## src/sv/clctw_pkg.sv

```systemverilog
// Shared types, constants and helper functions for the character LCD text and cursor writer.
package clctw_pkg;

  // Field widths of the stream and configuration words.
  localparam int unsigned CmdWidth     = 2;
  localparam int unsigned ByteWidth    = 8;
  localparam int unsigned NibbleWidth  = 4;
  localparam int unsigned ColsWidth    = 6;
  localparam int unsigned RowsWidth    = 3;
  localparam int unsigned RowWidth     = 2;
  localparam int unsigned InDataWidth  = 3 * ByteWidth;
  localparam int unsigned OutDataWidth = 8;
  localparam int unsigned CfgIdxWidth  = 1;
  localparam int unsigned CfgDataWidth = ColsWidth;

  // Display constants.
  localparam logic [ByteWidth-1:0] NewlineCode = 8'h0A;
  localparam logic [ByteWidth-1:0] SetDdramCmd = 8'h80;
  localparam logic [ColsWidth-1:0] ColsReset   = 6'd20;
  localparam logic [RowsWidth-1:0] RowsReset   = 3'd4;

  // Input item kinds; the fourth code is unused and ignored.
  typedef enum logic [CmdWidth-1:0] {
    CMD_TEXT  = 2'd0,
    CMD_MOVE  = 2'd1,
    CMD_GLYPH = 2'd2
  } cmd_e;

  // Configuration register indexes.
  typedef enum logic [CfgIdxWidth-1:0] {
    REG_COLUMNS     = 1'b0,
    REG_ROWS_IN_USE = 1'b1
  } cfg_reg_e;

  // Register-select values on the panel bus.
  localparam logic RsCommand = 1'b0;
  localparam logic RsData    = 1'b1;

  // One classified item: one or two bytes, each with its register-select flag.
  typedef struct packed {
    logic                 two_bytes;
    logic                 rs0;
    logic [ByteWidth-1:0] byte0;
    logic                 rs1;
    logic [ByteWidth-1:0] byte1;
  } job_t;

  // DDRAM start address of each display row.
  function automatic logic [ByteWidth-1:0] row_base(input logic [RowWidth-1:0] row);
    logic [ByteWidth-1:0] base;
    unique case (row)
      2'd0:    base = 8'h00;
      2'd1:    base = 8'h40;
      2'd2:    base = 8'h14;
      default: base = 8'h54;
    endcase
    return base;
  endfunction

  // Set-address command byte for a column and a row.
  function automatic logic [ByteWidth-1:0] addr_cmd(input logic [ByteWidth-1:0] col,
                                                     input logic [RowWidth-1:0]  row);
    return SetDdramCmd | (col + row_base(row));
  endfunction

endpackage

```

## src/sv/clctw_front.sv

```systemverilog
// Front end: accepts input words, tracks the cursor and turns each item into a byte job.
module clctw_front (
  input  logic                              clk_i,
  input  logic                              rst_ni,
  // Configuration write channel
  input  logic                              cfg_valid_i,
  input  logic [clctw_pkg::CfgIdxWidth-1:0] cfg_index_i,
  input  logic [clctw_pkg::CfgDataWidth-1:0] cfg_data_i,
  // Input item
  input  logic                              accept_i,
  input  logic [clctw_pkg::CmdWidth-1:0]    cmd_i,
  input  logic [clctw_pkg::ByteWidth-1:0]   char_code_i,
  input  logic [clctw_pkg::ByteWidth-1:0]   target_col_i,
  input  logic [clctw_pkg::ByteWidth-1:0]   target_row_i,
  // Job toward the queue
  output logic                              push_o,
  output clctw_pkg::job_t                   job_o
);

  logic [clctw_pkg::ColsWidth-1:0] columns_q;
  logic [clctw_pkg::RowsWidth-1:0] rows_q;
  logic [clctw_pkg::ByteWidth-1:0] col_q, col_d;
  logic [clctw_pkg::RowWidth-1:0]  row_q, row_d;

  logic                            wrap;
  logic [clctw_pkg::RowWidth-1:0]  row_wrap, row_text, row_nl, row_tgt;
  logic [clctw_pkg::ByteWidth-1:0] col_text;
  logic                            has_job;
  clctw_pkg::job_t                 job;

  // A row at or past the rows in use, or past the last row, folds back to row 0.
  function automatic logic [clctw_pkg::RowWidth-1:0] norm_row(
      input logic [clctw_pkg::ByteWidth-1:0] r,
      input logic [clctw_pkg::RowsWidth-1:0] rows);
    logic [clctw_pkg::RowWidth-1:0] res;
    if (r >= {5'd0, rows} || r >= 8'd4) begin
      res = '0;
    end else begin
      res = r[clctw_pkg::RowWidth-1:0];
    end
    return res;
  endfunction

  // Configuration registers.
  always_ff @(posedge clk_i or negedge rst_ni) begin
    if (!rst_ni) begin
      columns_q <= clctw_pkg::ColsReset;
      rows_q    <= clctw_pkg::RowsReset;
    end else if (cfg_valid_i) begin
      unique case (clctw_pkg::cfg_reg_e'(cfg_index_i))
        clctw_pkg::REG_COLUMNS:     columns_q <= cfg_data_i;
        clctw_pkg::REG_ROWS_IN_USE: rows_q    <= cfg_data_i[clctw_pkg::RowsWidth-1:0];
        default: ;
      endcase
    end
  end

  // Row candidates for a text wrap, a newline and an explicit move.
  always_comb begin
    wrap     = col_q >= {2'd0, columns_q};
    row_wrap = norm_row({6'd0, row_q} + 8'd1, rows_q);
    row_text = wrap ? row_wrap : row_q;
    col_text = wrap ? '0 : col_q;
    row_nl   = norm_row({6'd0, row_text} + 8'd1, rows_q);
    row_tgt  = norm_row(target_row_i, rows_q);
  end

  // Classify the item into at most two bytes and the next cursor.
  always_comb begin
    has_job       = 1'b0;
    job.two_bytes = 1'b0;
    job.rs0       = clctw_pkg::RsCommand;
    job.byte0     = '0;
    job.rs1       = clctw_pkg::RsData;
    job.byte1     = '0;
    col_d         = col_q;
    row_d         = row_q;
    unique case (clctw_pkg::cmd_e'(cmd_i))
      clctw_pkg::CMD_TEXT: begin
        has_job = 1'b1;
        if (char_code_i == clctw_pkg::NewlineCode) begin
          col_d = '0;
          row_d = row_nl;
          if (wrap) begin
            job.two_bytes = 1'b1;
            job.byte0     = clctw_pkg::addr_cmd('0, row_wrap);
            job.rs1       = clctw_pkg::RsCommand;
            job.byte1     = clctw_pkg::addr_cmd('0, row_nl);
          end else begin
            job.byte0 = clctw_pkg::addr_cmd('0, row_nl);
          end
        end else begin
          col_d = col_text + 8'd1;
          row_d = row_text;
          if (wrap) begin
            job.two_bytes = 1'b1;
            job.byte0     = clctw_pkg::addr_cmd('0, row_wrap);
            job.byte1     = char_code_i;
          end else begin
            job.rs0   = clctw_pkg::RsData;
            job.byte0 = char_code_i;
          end
        end
      end
      clctw_pkg::CMD_MOVE: begin
        has_job   = 1'b1;
        job.byte0 = clctw_pkg::addr_cmd(target_col_i, row_tgt);
        col_d     = target_col_i;
        row_d     = row_tgt;
      end
      clctw_pkg::CMD_GLYPH: begin
        has_job       = 1'b1;
        job.two_bytes = 1'b1;
        job.byte0     = clctw_pkg::addr_cmd(target_col_i, row_tgt);
        job.byte1     = char_code_i;
        col_d         = target_col_i;
        row_d         = row_tgt;
      end
      default: ;
    endcase
  end

  // Cursor registers move on every accepted word.
  always_ff @(posedge clk_i or negedge rst_ni) begin
    if (!rst_ni) begin
      col_q <= '0;
      row_q <= '0;
    end else if (accept_i) begin
      col_q <= col_d;
      row_q <= row_d;
    end
  end

  assign push_o = accept_i && has_job;
  assign job_o  = job;

endmodule

```

## src/sv/clctw_queue.sv

```systemverilog
// Short job queue between the front end and the nibble serializer.
module clctw_queue #(
  parameter int unsigned Depth = 2
) (
  input  logic            clk_i,
  input  logic            rst_ni,
  input  logic            push_i,
  input  clctw_pkg::job_t job_i,
  input  logic            pop_i,
  output logic            full_o,
  output logic            valid_o,
  output clctw_pkg::job_t job_o
);

  localparam int unsigned PtrWidth = $clog2(Depth);
  localparam int unsigned CntWidth = $clog2(Depth + 1);
  localparam logic [PtrWidth-1:0] LastPtr  = PtrWidth'(Depth - 1);
  localparam logic [CntWidth-1:0] DepthCnt = CntWidth'(Depth);

  clctw_pkg::job_t     mem_q [Depth];
  logic [PtrWidth-1:0] wr_ptr_q, rd_ptr_q;
  logic [CntWidth-1:0] count_q;

  // Storage, written at the tail.
  always_ff @(posedge clk_i) begin
    if (push_i) begin
      mem_q[wr_ptr_q] <= job_i;
    end
  end

  // Pointers and fill count.
  always_ff @(posedge clk_i or negedge rst_ni) begin
    if (!rst_ni) begin
      wr_ptr_q <= '0;
      rd_ptr_q <= '0;
      count_q  <= '0;
    end else begin
      if (push_i) begin
        wr_ptr_q <= (wr_ptr_q == LastPtr) ? '0 : wr_ptr_q + 1'b1;
      end
      if (pop_i) begin
        rd_ptr_q <= (rd_ptr_q == LastPtr) ? '0 : rd_ptr_q + 1'b1;
      end
      if (push_i && !pop_i) begin
        count_q <= count_q + 1'b1;
      end else if (pop_i && !push_i) begin
        count_q <= count_q - 1'b1;
      end
    end
  end

  assign full_o  = count_q == DepthCnt;
  assign valid_o = count_q != '0;
  assign job_o   = mem_q[rd_ptr_q];

endmodule

```

## src/sv/clctw_back.sv

```systemverilog
// Back end: splits the queued bytes into nibble words, high nibble first.
module clctw_back (
  input  logic                                clk_i,
  input  logic                                rst_ni,
  input  logic                                job_valid_i,
  input  clctw_pkg::job_t                     job_i,
  output logic                                pop_o,
  output logic                                out_valid_o,
  input  logic                                out_ready_i,
  output logic                                out_rs_o,
  output logic [clctw_pkg::NibbleWidth-1:0]   out_nibble_o,
  output logic                                out_last_o
);

  // Bit 1 selects the byte, bit 0 the low nibble.
  logic [1:0]                      nib_idx_q;
  logic [clctw_pkg::ByteWidth-1:0] cur_byte;
  logic                            word_done;

  always_comb begin
    cur_byte     = nib_idx_q[1] ? job_i.byte1 : job_i.byte0;
    out_rs_o     = nib_idx_q[1] ? job_i.rs1 : job_i.rs0;
    out_nibble_o = nib_idx_q[0] ? cur_byte[3:0] : cur_byte[7:4];
    out_last_o   = nib_idx_q[0] && (nib_idx_q[1] || !job_i.two_bytes);
    out_valid_o  = job_valid_i;
    word_done    = job_valid_i && out_ready_i;
    pop_o        = word_done && out_last_o;
  end

  // Nibble position within the current job.
  always_ff @(posedge clk_i or negedge rst_ni) begin
    if (!rst_ni) begin
      nib_idx_q <= '0;
    end else if (word_done) begin
      nib_idx_q <= out_last_o ? 2'd0 : nib_idx_q + 2'd1;
    end
  end

endmodule

```

## src/sv/char_lcd_text_cursor_writer.sv

```systemverilog
// Top level of the character LCD text and cursor writer.
// Takes text characters, cursor moves and custom-glyph puts, keeps the cursor, and
// produces the 4-bit bus writes for a character LCD panel: each byte becomes two
// output words, high nibble first, with tuser carrying register select (0 command,
// 1 data) and tlast marking the final word of an input item. An item yields zero
// (unused command code), two or four words. The front end classifies an input word
// in the cycle it is accepted and takes a new one every cycle while the job queue
// (QueueDepth entries) has room; the back end sends one word per cycle while the output
// is ready, and it starts a job only after the last word of the previous one, so the
// nibble serializer sets the sustained rate; wraps before a character or newline and
// glyph puts are two-byte items. Configuration is always ready.
module char_lcd_text_cursor_writer #(
  parameter int unsigned QueueDepth = 2
) (
  input  logic                                  clk_i,
  input  logic                                  rst_ni,
  // Configuration write channel
  input  logic                                  cfg_valid_i,
  output logic                                  cfg_ready_o,
  input  logic [clctw_pkg::CfgIdxWidth-1:0]     cfg_index_i,
  input  logic [clctw_pkg::CfgDataWidth-1:0]    cfg_data_i,
  // Input stream
  input  logic                                  s_axis_tvalid,
  output logic                                  s_axis_tready,
  // [7:0] char_code, [15:8] target_col, [23:16] target_row
  input  logic [clctw_pkg::InDataWidth-1:0]     s_axis_tdata,
  // [1:0] command
  input  logic [clctw_pkg::CmdWidth-1:0]        s_axis_tuser,
  // Output stream
  output logic                                  m_axis_tvalid,
  input  logic                                  m_axis_tready,
  // [3:0] nibble, [7:4] zero
  output logic [clctw_pkg::OutDataWidth-1:0]    m_axis_tdata,
  // [0] reg_select
  output logic                                  m_axis_tuser,
  output logic                                  m_axis_tlast
);

  logic                              full, job_valid, push, pop, accept;
  clctw_pkg::job_t                   job_in, job_head;
  logic [clctw_pkg::NibbleWidth-1:0] nibble;

  assign cfg_ready_o   = 1'b1;
  assign s_axis_tready = !full;
  assign accept        = s_axis_tvalid && s_axis_tready;

  clctw_front u_front (
    .clk_i        (clk_i),
    .rst_ni       (rst_ni),
    .cfg_valid_i  (cfg_valid_i),
    .cfg_index_i  (cfg_index_i),
    .cfg_data_i   (cfg_data_i),
    .accept_i     (accept),
    .cmd_i        (s_axis_tuser),
    .char_code_i  (s_axis_tdata[7:0]),
    .target_col_i (s_axis_tdata[15:8]),
    .target_row_i (s_axis_tdata[23:16]),
    .push_o       (push),
    .job_o        (job_in)
  );

  clctw_queue #(
    .Depth (QueueDepth)
  ) u_queue (
    .clk_i   (clk_i),
    .rst_ni  (rst_ni),
    .push_i  (push),
    .job_i   (job_in),
    .pop_i   (pop),
    .full_o  (full),
    .valid_o (job_valid),
    .job_o   (job_head)
  );

  clctw_back u_back (
    .clk_i        (clk_i),
    .rst_ni       (rst_ni),
    .job_valid_i  (job_valid),
    .job_i        (job_head),
    .pop_o        (pop),
    .out_valid_o  (m_axis_tvalid),
    .out_ready_i  (m_axis_tready),
    .out_rs_o     (m_axis_tuser),
    .out_nibble_o (nibble),
    .out_last_o   (m_axis_tlast)
  );

  assign m_axis_tdata = {4'd0, nibble};

endmodule

```

## config.mk

```make
export PLATFORM = sky130hd
export DESIGN_NAME = char_lcd_text_cursor_writer
export DESIGN_NICKNAME = d
export VERILOG_FILES = /design/src/sv/clctw_pkg.sv /design/src/sv/clctw_front.sv /design/src/sv/clctw_queue.sv /design/src/sv/clctw_back.sv /design/src/sv/char_lcd_text_cursor_writer.sv
export SDC_FILE = /design/constraint.sdc
export NUM_CORES = 1
export LEC_CHECK = 0
export BUFFER_PORTS_ARGS = -buffer_cell sky130_fd_sc_hd__buf_2
export CORE_ASPECT_RATIO = 1.75
export CORE_MARGIN = 2
export CORE_UTILIZATION = 40
export DETAILED_ROUTE_END_ITERATION = 12
export SLEW_MARGIN = 30
export SYNTH_ARGS = -nofsm -noshare
export SYNTH_HDL_FRONTEND = slang
export SYNTH_SLANG_ARGS = --single-unit
```

## constraint.sdc

```tcl
create_clock -name clk_i -period 5 [get_ports clk_i]
set_input_delay 0.25 -clock clk_i [delete_from_list [all_inputs] [get_ports clk_i]]
set_output_delay 0.25 -clock clk_i [all_outputs]
set_load 0.1 [all_outputs]
```

==> results_dict.tcl, run 1 <==
set metrics [dict create \
    drive_gt1_frac 0.261 \
    fp.dieW_um 75.4 \
    clkPwrFrac 0.232 \
    cts_tree "done" \
    place_congestion 0.780 \
    netlist.area_leader.share 0.319 \
    synth-seq-cells 63 \
    finalSetupTns_ns 0 \
    cts_setup_buffers 0 \
    cp.arrival_ns 4.15 \
    wl_met2_mm 4.10 \
    final_nets 418 \
    seq_power_share 0.313 \
    end_kind "flop" \
    fin_cells 474 \
    cp_max_fo 15 \
    ys_types 52 \
    groute.usage.overall 0.176 \
    setup-violations-final 0 \
    yosysTopAreaCell "edfxtp_1" \
    worst_pin_slew_ns 0.840 \
    power_density_nw_per_um2 643 \
    fp-row-count 45 \
    final.min_clock_period_ns 4.02 \
    fmax_ghz 0.249 \
    cap_viol_max_count 0 \
    antenna_found_initial 0 \
    vias 2483 \
    via_per_inst 5.24 \
    yosysWarnings 0 \
    cts_sinks 63 \
    crit_path_start_kind "flop" \
    grt_max_degree 26 \
    async_flop_share 0.397 \
    fp.dieArea_um2 9730 \
    report.final.slew_viol_count 0 \
    post-place-cells 457 \
    antenna_left 0 \
    rsz0062_at_grt "false" \
    synth_edf_count 38 \
    clockRootBuffer "clkbuf_16" \
    routed_wl_mm 7.55 \
    start_util 0.412 \
    relSlewSlack 0.440 \
    synth_area_um2 3570 \
    p_int_w 0.00156 \
    power_frac_comb 0.455 \
    htreeDepth 3 \
    fin_skew_ns 0.0104 \
    cts.reportedPaths.clkPinSlew_ns 0.05 \
    p_sw_w 0.00114 \
    fp.dieH_um 129 \
    clock_latency_ns 0.33 \
    core_area_um2 8670 \
    top_layer "met4" \
    cts-buffers-inserted 9 \
    grt_pass1_wl_mm 12.5 \
    swShare 0.422 \
    syn_inst 307 \
    grt_pass1_vias 2554 \
    grt_overflow 0 \
    layout_common_cells "buf_2 (45), edfxtp_1 (38), nand2_1 (31)" \
    wl_met1_mm 2.84 \
    required_ns 5.13 \
    ff2ff_setup_slack_ns 0.98 \
    ys_seq_area_frac 0.496 \
    outcome "finished clean" \
    boundaryPins 51 \
    ir_drop_mv 0.301 \
    antennaDiodeCount 0 \
    hp-class "in2reg" \
    leakage_nw 1.80 \
    finalCritPeriodShare 0.804 \
    hold_violations 0 \
    drtIter0Drc 156 \
    synth_flop_cell "edfxtp_1" \
    dp_hpwl_mm 5.97 \
    cts.path.max_buffers 2 \
    worstSetupPathType "reg2reg" \
    wl_per_cell_um 15.9 \
    port_buffers 45 \
    final_common_cell "buf_2" \
    post-route-drc-count 0 \
    avgSynthCellArea_um2 11.6 \
    wl_met3_um 387 \
    area_growth_pct 17.7 \
    drt-pass1-iter-count 4 \
    synth.area.top_cells "edfxtp_1 (32%), dfrtp_1 (15%), ha_1 (9.8%), mux4_2 (5.7%), nand2_1 (3.3%)" \
]
-- synthesized netlist by cell type (all sizes together) (5+ instances only) --
cell and number:
o21ai 15, mux2 8, dfrtp 22, a21oi 8
nor2b 7, ha 28, edfxtp 38, xnor2 7
and3 5, and2 5, nand3 6, clkbuf 9
buf 8, nor3 6, nand2b 5, nand2 31
mux4 9, nor2 17, inv 18
-- worst max-delay path, cell delays in order, from the launching register on --
cell and delay, ns:
dfstp_2 0.51, inv_1 0.05, ha_1 0.17, a2111oi_0 0.49, o31a_2 0.43, mux2i_1 0.29, inv_1 0.12, ha_1 0.21
ha_1 0.30, a211o_1 0.29, a31oi_1 0.18, a21o_1 0.21, nand2_1 0.09, o211a_1 0.22, nor3_1 0.25
-- metal layers --
metal,up-vias,global-route usage
met1,1176,0.195
met3,17,0.0467
met4,0,0.0774
met2,79,0.305
met5,-,0
li1,1211,-
-- final cells by class --
type                       count  area (um^2)
fill                         815         4470
sequential                    63         1770
multi-input combinational    212         1660
clock buffer                  11          253
timing repair buffer          48          250
tap                          117          146
inverter                      18         67.6
clock inverter                 5         56.3
-- final timing paths --
path	to	from	depth (start not counted)
hold reg to reg	u_front.col_q[7]$_DFFE_PN0P_	u_front.col_q[7]$_DFFE_PN0P_	2
hold / removal	u_front.columns_q[5]$_DFFE_PN0P_	cfg_data_i[5]	3
setup / recovery	u_queue.mem_q[1][13]$_DFFE_PP_	u_front.columns_q[4]$_DFFE_PN1P_	14
setup reg to reg	u_queue.mem_q[1][13]$_DFFE_PP_	u_front.columns_q[4]$_DFFE_PN1P_	14
max in group asynchronous	u_front.rows_q[2]$_DFFE_PN1P_	rst_ni	2
min in group asynchronous	u_queue.wr_ptr_q$_DFFE_PN0P_	rst_ni	2
-- power by group through the flow --
stage	logic [W]	registers, W	clock network (W)
floorplan	0.00108	0.000782	0
global placement	0.00120	0.000860	0
detailed placement	0.00124	0.000865	0
CTS	0.00124	0.000855	0.000640
global route	0.00134	0.000876	0.000662
finish	0.00123	0.000846	0.000628
-- registers in the layout, summed over array words and instances, names as in the netlist, 2 cells and up --
signal and count:
u_queue.mem_q 38, u_front.col_q 8, u_queue.count_q 2, u_front.rows_q 3
u_back.nib_idx_q 2, u_front.row_q 2, u_front.columns_q 6
-- through the flow --
stage	area, um^2	utilization	hold WS, ns	total power [W]	setup WS, ns
3_5_place_dp	3890	0.448	0.287	0.00210	0.983
3_3_place_gp	3890	0.448	0.287	0.00206	1.13
4_1_cts	4210	0.485	0.123	0.00274	0.952
5_1_grt	4210	0.485	0.134	0.00288	0.740
2_1_floorplan	3580	-	-0.0456	0.00186	1.54
6_report	4210	0.485	0.131	0.00271	0.979
-- logic make-up after synthesis --
| logic type | after synthesis | share of synthesized area |
|---|---|---|
| AO/OA/AOI/OAI | 58 | 0.120 |
| XOR/XNOR | 11 | 0.0270 |
| adder cells (fa/ha/maj) | 28 | 0.0981 |
| buffers and inverters | 35 | 0.0438 |
| flip-flops | 63 | 0.496 |
| multiplexers | 20 | 0.0904 |
| other | 2 | 0.00210 |
| AND/OR/NAND/NOR | 90 | 0.123 |
-- repair_timing --
| action | in CTS | in global routing |
|---|---|---|
| gates resized for setup | 0 | 0 |
| hold buffers | 1 | 0 |
| endpoints found under the hold margin | 22 | 0 |
(Power assumes the default switching activity.)
==> run 2, diff against run 1 <==
--- a/config.mk
+++ b/config.mk
@@ -5,6 +5,7 @@
 export SDC_FILE = /design/constraint.sdc
 export NUM_CORES = 1
 export LEC_CHECK = 0
+export ABC_AREA = 1
 export BUFFER_PORTS_ARGS = -buffer_cell sky130_fd_sc_hd__buf_2
 export CORE_ASPECT_RATIO = 1.75
 export CORE_MARGIN = 2
==> constraint.sdc (replaced) <==
create_clock -name clk_i -period 3.5 [get_ports clk_i]
set_input_delay 0.175 -clock clk_i [delete_from_list [all_inputs] [get_ports clk_i]]
set_output_delay 0.175 -clock clk_i [all_outputs]
set_load 0.1 [all_outputs]
==> results_dict.tcl, run 2 <==
set metrics [dict create \
    wl_per_cell_um 14.5 \
    finalSetupTns_ns 0 \
    relSlewSlack 0.534 \
    power_frac_comb 0.524 \
    outcome "finished clean" \
    synthXorXnorAreaFrac 0.0116 \
    syn_inst 446 \
    finalCritPeriodShare 0.919 \
    setup-violations-final 0 \
    fp-row-count 47 \
    antennaDiodeCount 0 \
    cts.reportedPaths.clkPinSlew_ns 0.06 \
    largest_reg_flops 38 \
    drt-pass1-iter-count 4 \
    reg_top3 "u_queue.mem_q: 38 flops, u_front.col_q: 8 flops, u_front.columns_q: 6 flops" \
    async_flop_share 0.397 \
    muxShareOfSynthArea 0 \
    fp.dieW_um 77.5 \
    cts_setup_buffers 0 \
    area_growth_pct 17.3 \
    antenna_found_initial 0 \
    avgSynthCellArea_um2 8.49 \
    start_util 0.405 \
    synth_flop_cell "edfxtp_1" \
    grt_max_degree 26 \
    dp_hpwl_mm 6.95 \
    critPathMaxStageDelay_ns 0.43 \
    synth_simple_gate_area_frac 0.192 \
    worstSetupPathType "reg2reg" \
    netlist_top_cells_count "inv_1 (69), nand2_1 (69), nor2_1 (66)" \
    synth_compound_area_frac 0.136 \
    yosysWarnings 0 \
    cts-buffers-inserted 9 \
    drtIter0Drc 146 \
    leakage_nw 2.08 \
    crit_path_start_kind "flop" \
    grt_overflow 0 \
    ys_types 39 \
    crit_buf_inv 2 \
    seq_power_share 0.277 \
    fin_hold_ws_ns 0.0722 \
    power_density_nw_per_um2 918 \
    synth.area.top_cells "edfxtp_1 (30%), dfrtp_1 (15%), ha_1 (9.3%), inv_1 (6.8%), nand2_1 (6.8%)" \
    vias 3143 \
    fp.dieH_um 133 \
    fmax_ghz 0.311 \
    cp_slowest_cell "dfrtp_1" \
    place_congestion 0.924 \
    cp_max_fo 4 \
    path_cells "ha_1, ha_1, inv_1, a21oi_1, o21ai_1, nand3_1, o21ai_2, o21ai_2, inv_1, ha_1, ha_1, nand2_1, nand2_1, nand2_1, nand4_1, nand2_1, o211ai_1, a21oi_1" \
    hold_violations 0 \
    htreeDepth 3 \
    worstHoldStart "cfg_data_i[4]" \
    crit_start "u_front.row_q[1]$_DFFE_PN0P_" \
    cap_viol_max_count 0 \
    via_per_inst 5.04 \
    groute.usage.overall 0.182 \
    post-route-drc-count 0 \
    required_ns 3.55 \
    swShare 0.488 \
    core_area_um2 9350 \
    port_buffers 45 \
    clockRootBuffer "clkbuf_16" \
    clock_latency_ns 0.34 \
    final.min_clock_period_ns 3.22 \
    cts_tree "done" \
    grt_pass1_vias 3153 \
    drive_gt1_frac 0.187 \
    cts.path.max_buffers 2 \
    cp.arrival_ns 3.27 \
    synth-seq-cells 63 \
    final_nets 563 \
    layout_common_cells "inv_1 (69), nand2_1 (69), nor2_1 (65)" \
    synth_adder_area_share 0.0925 \
    clkPwrFrac 0.199 \
    antenna_left 0 \
    ir_drop_mv 0.424 \
    worstReg2RegStart "u_front.row_q[1]$_DFFE_PN0P_" \
    largest_register "u_queue.mem_q" \
    yosysTopAreaCell "edfxtp_1" \
    end_kind "flop" \
    report.final.slew_viol_count 0 \
    boundaryPins 51 \
    worst_pin_slew_ns 0.696 \
    fin_skew_ns 0.00811 \
    rsz0062_at_grt "false" \
    netlist.area_leader.share 0.301 \
    synth_top_family_by_area "simple AND/OR/NAND/NOR gates" \
    p_sw_w 0.00199 \
    grt_pass1_wl_mm 14.5 \
    routed_wl_mm 9.07 \
    hp-class "in2reg" \
    fp.dieArea_um2 10300 \
    synth_area_um2 3790 \
    ys_seq_area_frac 0.468 \
    p_int_w 0.00209 \
    critical-path-top-delay-family "adder cells" \
    cts_sinks 63 \
    synth_edf_count 38 \
]
## run 2: kinds of logic after synthesis
| family | Yosys count |
|---|---|
| and+or+nand+nor | 167 |
| buffers and inverters | 91 |
| AOI/OAI and AO/OA | 90 |
| DFF | 63 |
| adders and majority gates | 28 |
| xor gates and xnor gates | 5 |
| other | 2 |
## run 2: power by group through the flow
stage	clock, W	sequential, W	combinational (W)
3_5_place_dp	0	0.00114	0.00211
6_report	0.000810	0.00113	0.00214
3_3_place_gp	0	0.00114	0.00207
5_1_grt	0.000850	0.00115	0.00237
2_1_floorplan	0	0.00111	0.00170
4_1_cts	0.000818	0.00113	0.00212
## run 2: timing repair
item | in CTS | in global routing
endpoints found under the setup margin | 0 | 13
hold buffers | 1 | 0
endpoints found under the hold margin | 22 | 0
resized for setup | 0 | 7
## run 2: area by class of cell
| type | count | area [um^2] |
|---|---|---|
| clock buffer | 10 | 229 |
| clock inverter | 6 | 37.5 |
| fill | 905 | 4910 |
| inverter | 75 | 284 |
| multi-input combinational | 295 | 1680 |
| sequential | 63 | 1770 |
| tap | 122 | 153 |
| timing repair buffer | 53 | 288 |
## run 2: stage by stage
step                cells  total power [W]  cell area, um^2   util  setup WS (ns)
floorplan             449          0.00281             3800      -          0.298
global placement      607          0.00321             4140  0.443          0.217
detailed placement    607          0.00326             4140  0.443          0.116
CTS                   624          0.00407             4420  0.472         0.0883
global route          624          0.00437             4440  0.475         0.0216
finish                624          0.00407             4440  0.475          0.284
## run 2: final timing paths
path / endpoint / slack, ns / cells after the start
max: u_queue.mem_q[0][13]$_DFFE_PP_ / 0.28 / 18
min reg2reg: u_front.columns_q[4]$_DFFE_PN1P_ / 0.48 / 2
max reg2reg: u_queue.mem_q[0][13]$_DFFE_PP_ / 0.28 / 18
min in group asynchronous: u_queue.wr_ptr_q$_DFFE_PN0P_ / 0.39 / 2
max in group asynchronous: u_front.col_q[7]$_DFFE_PN0P_ / 2.71 / 2
min: u_front.columns_q[4]$_DFFE_PN1P_ / 0.07 / 3
## run 2: worst register-to-register path, delay by kind of cell, from the launching register on
family	cells	cell delay, ns
flip-flops	1	0.43
AO/OA/AOI/OAI	6	0.78
adder cells (fa/ha/maj)	4	1.15
AND/OR/NAND/NOR	6	0.44
buffers and inverters	2	0.13
## run 2: metal layers
metal	vias to the layer above	routed length, um	global-route usage
met5	-	0	0
met4	0	313	0.0893
met3	20	263	0.0375
met2	58	5220	0.362
met1	1507	3270	0.168
li1	1558	-	-
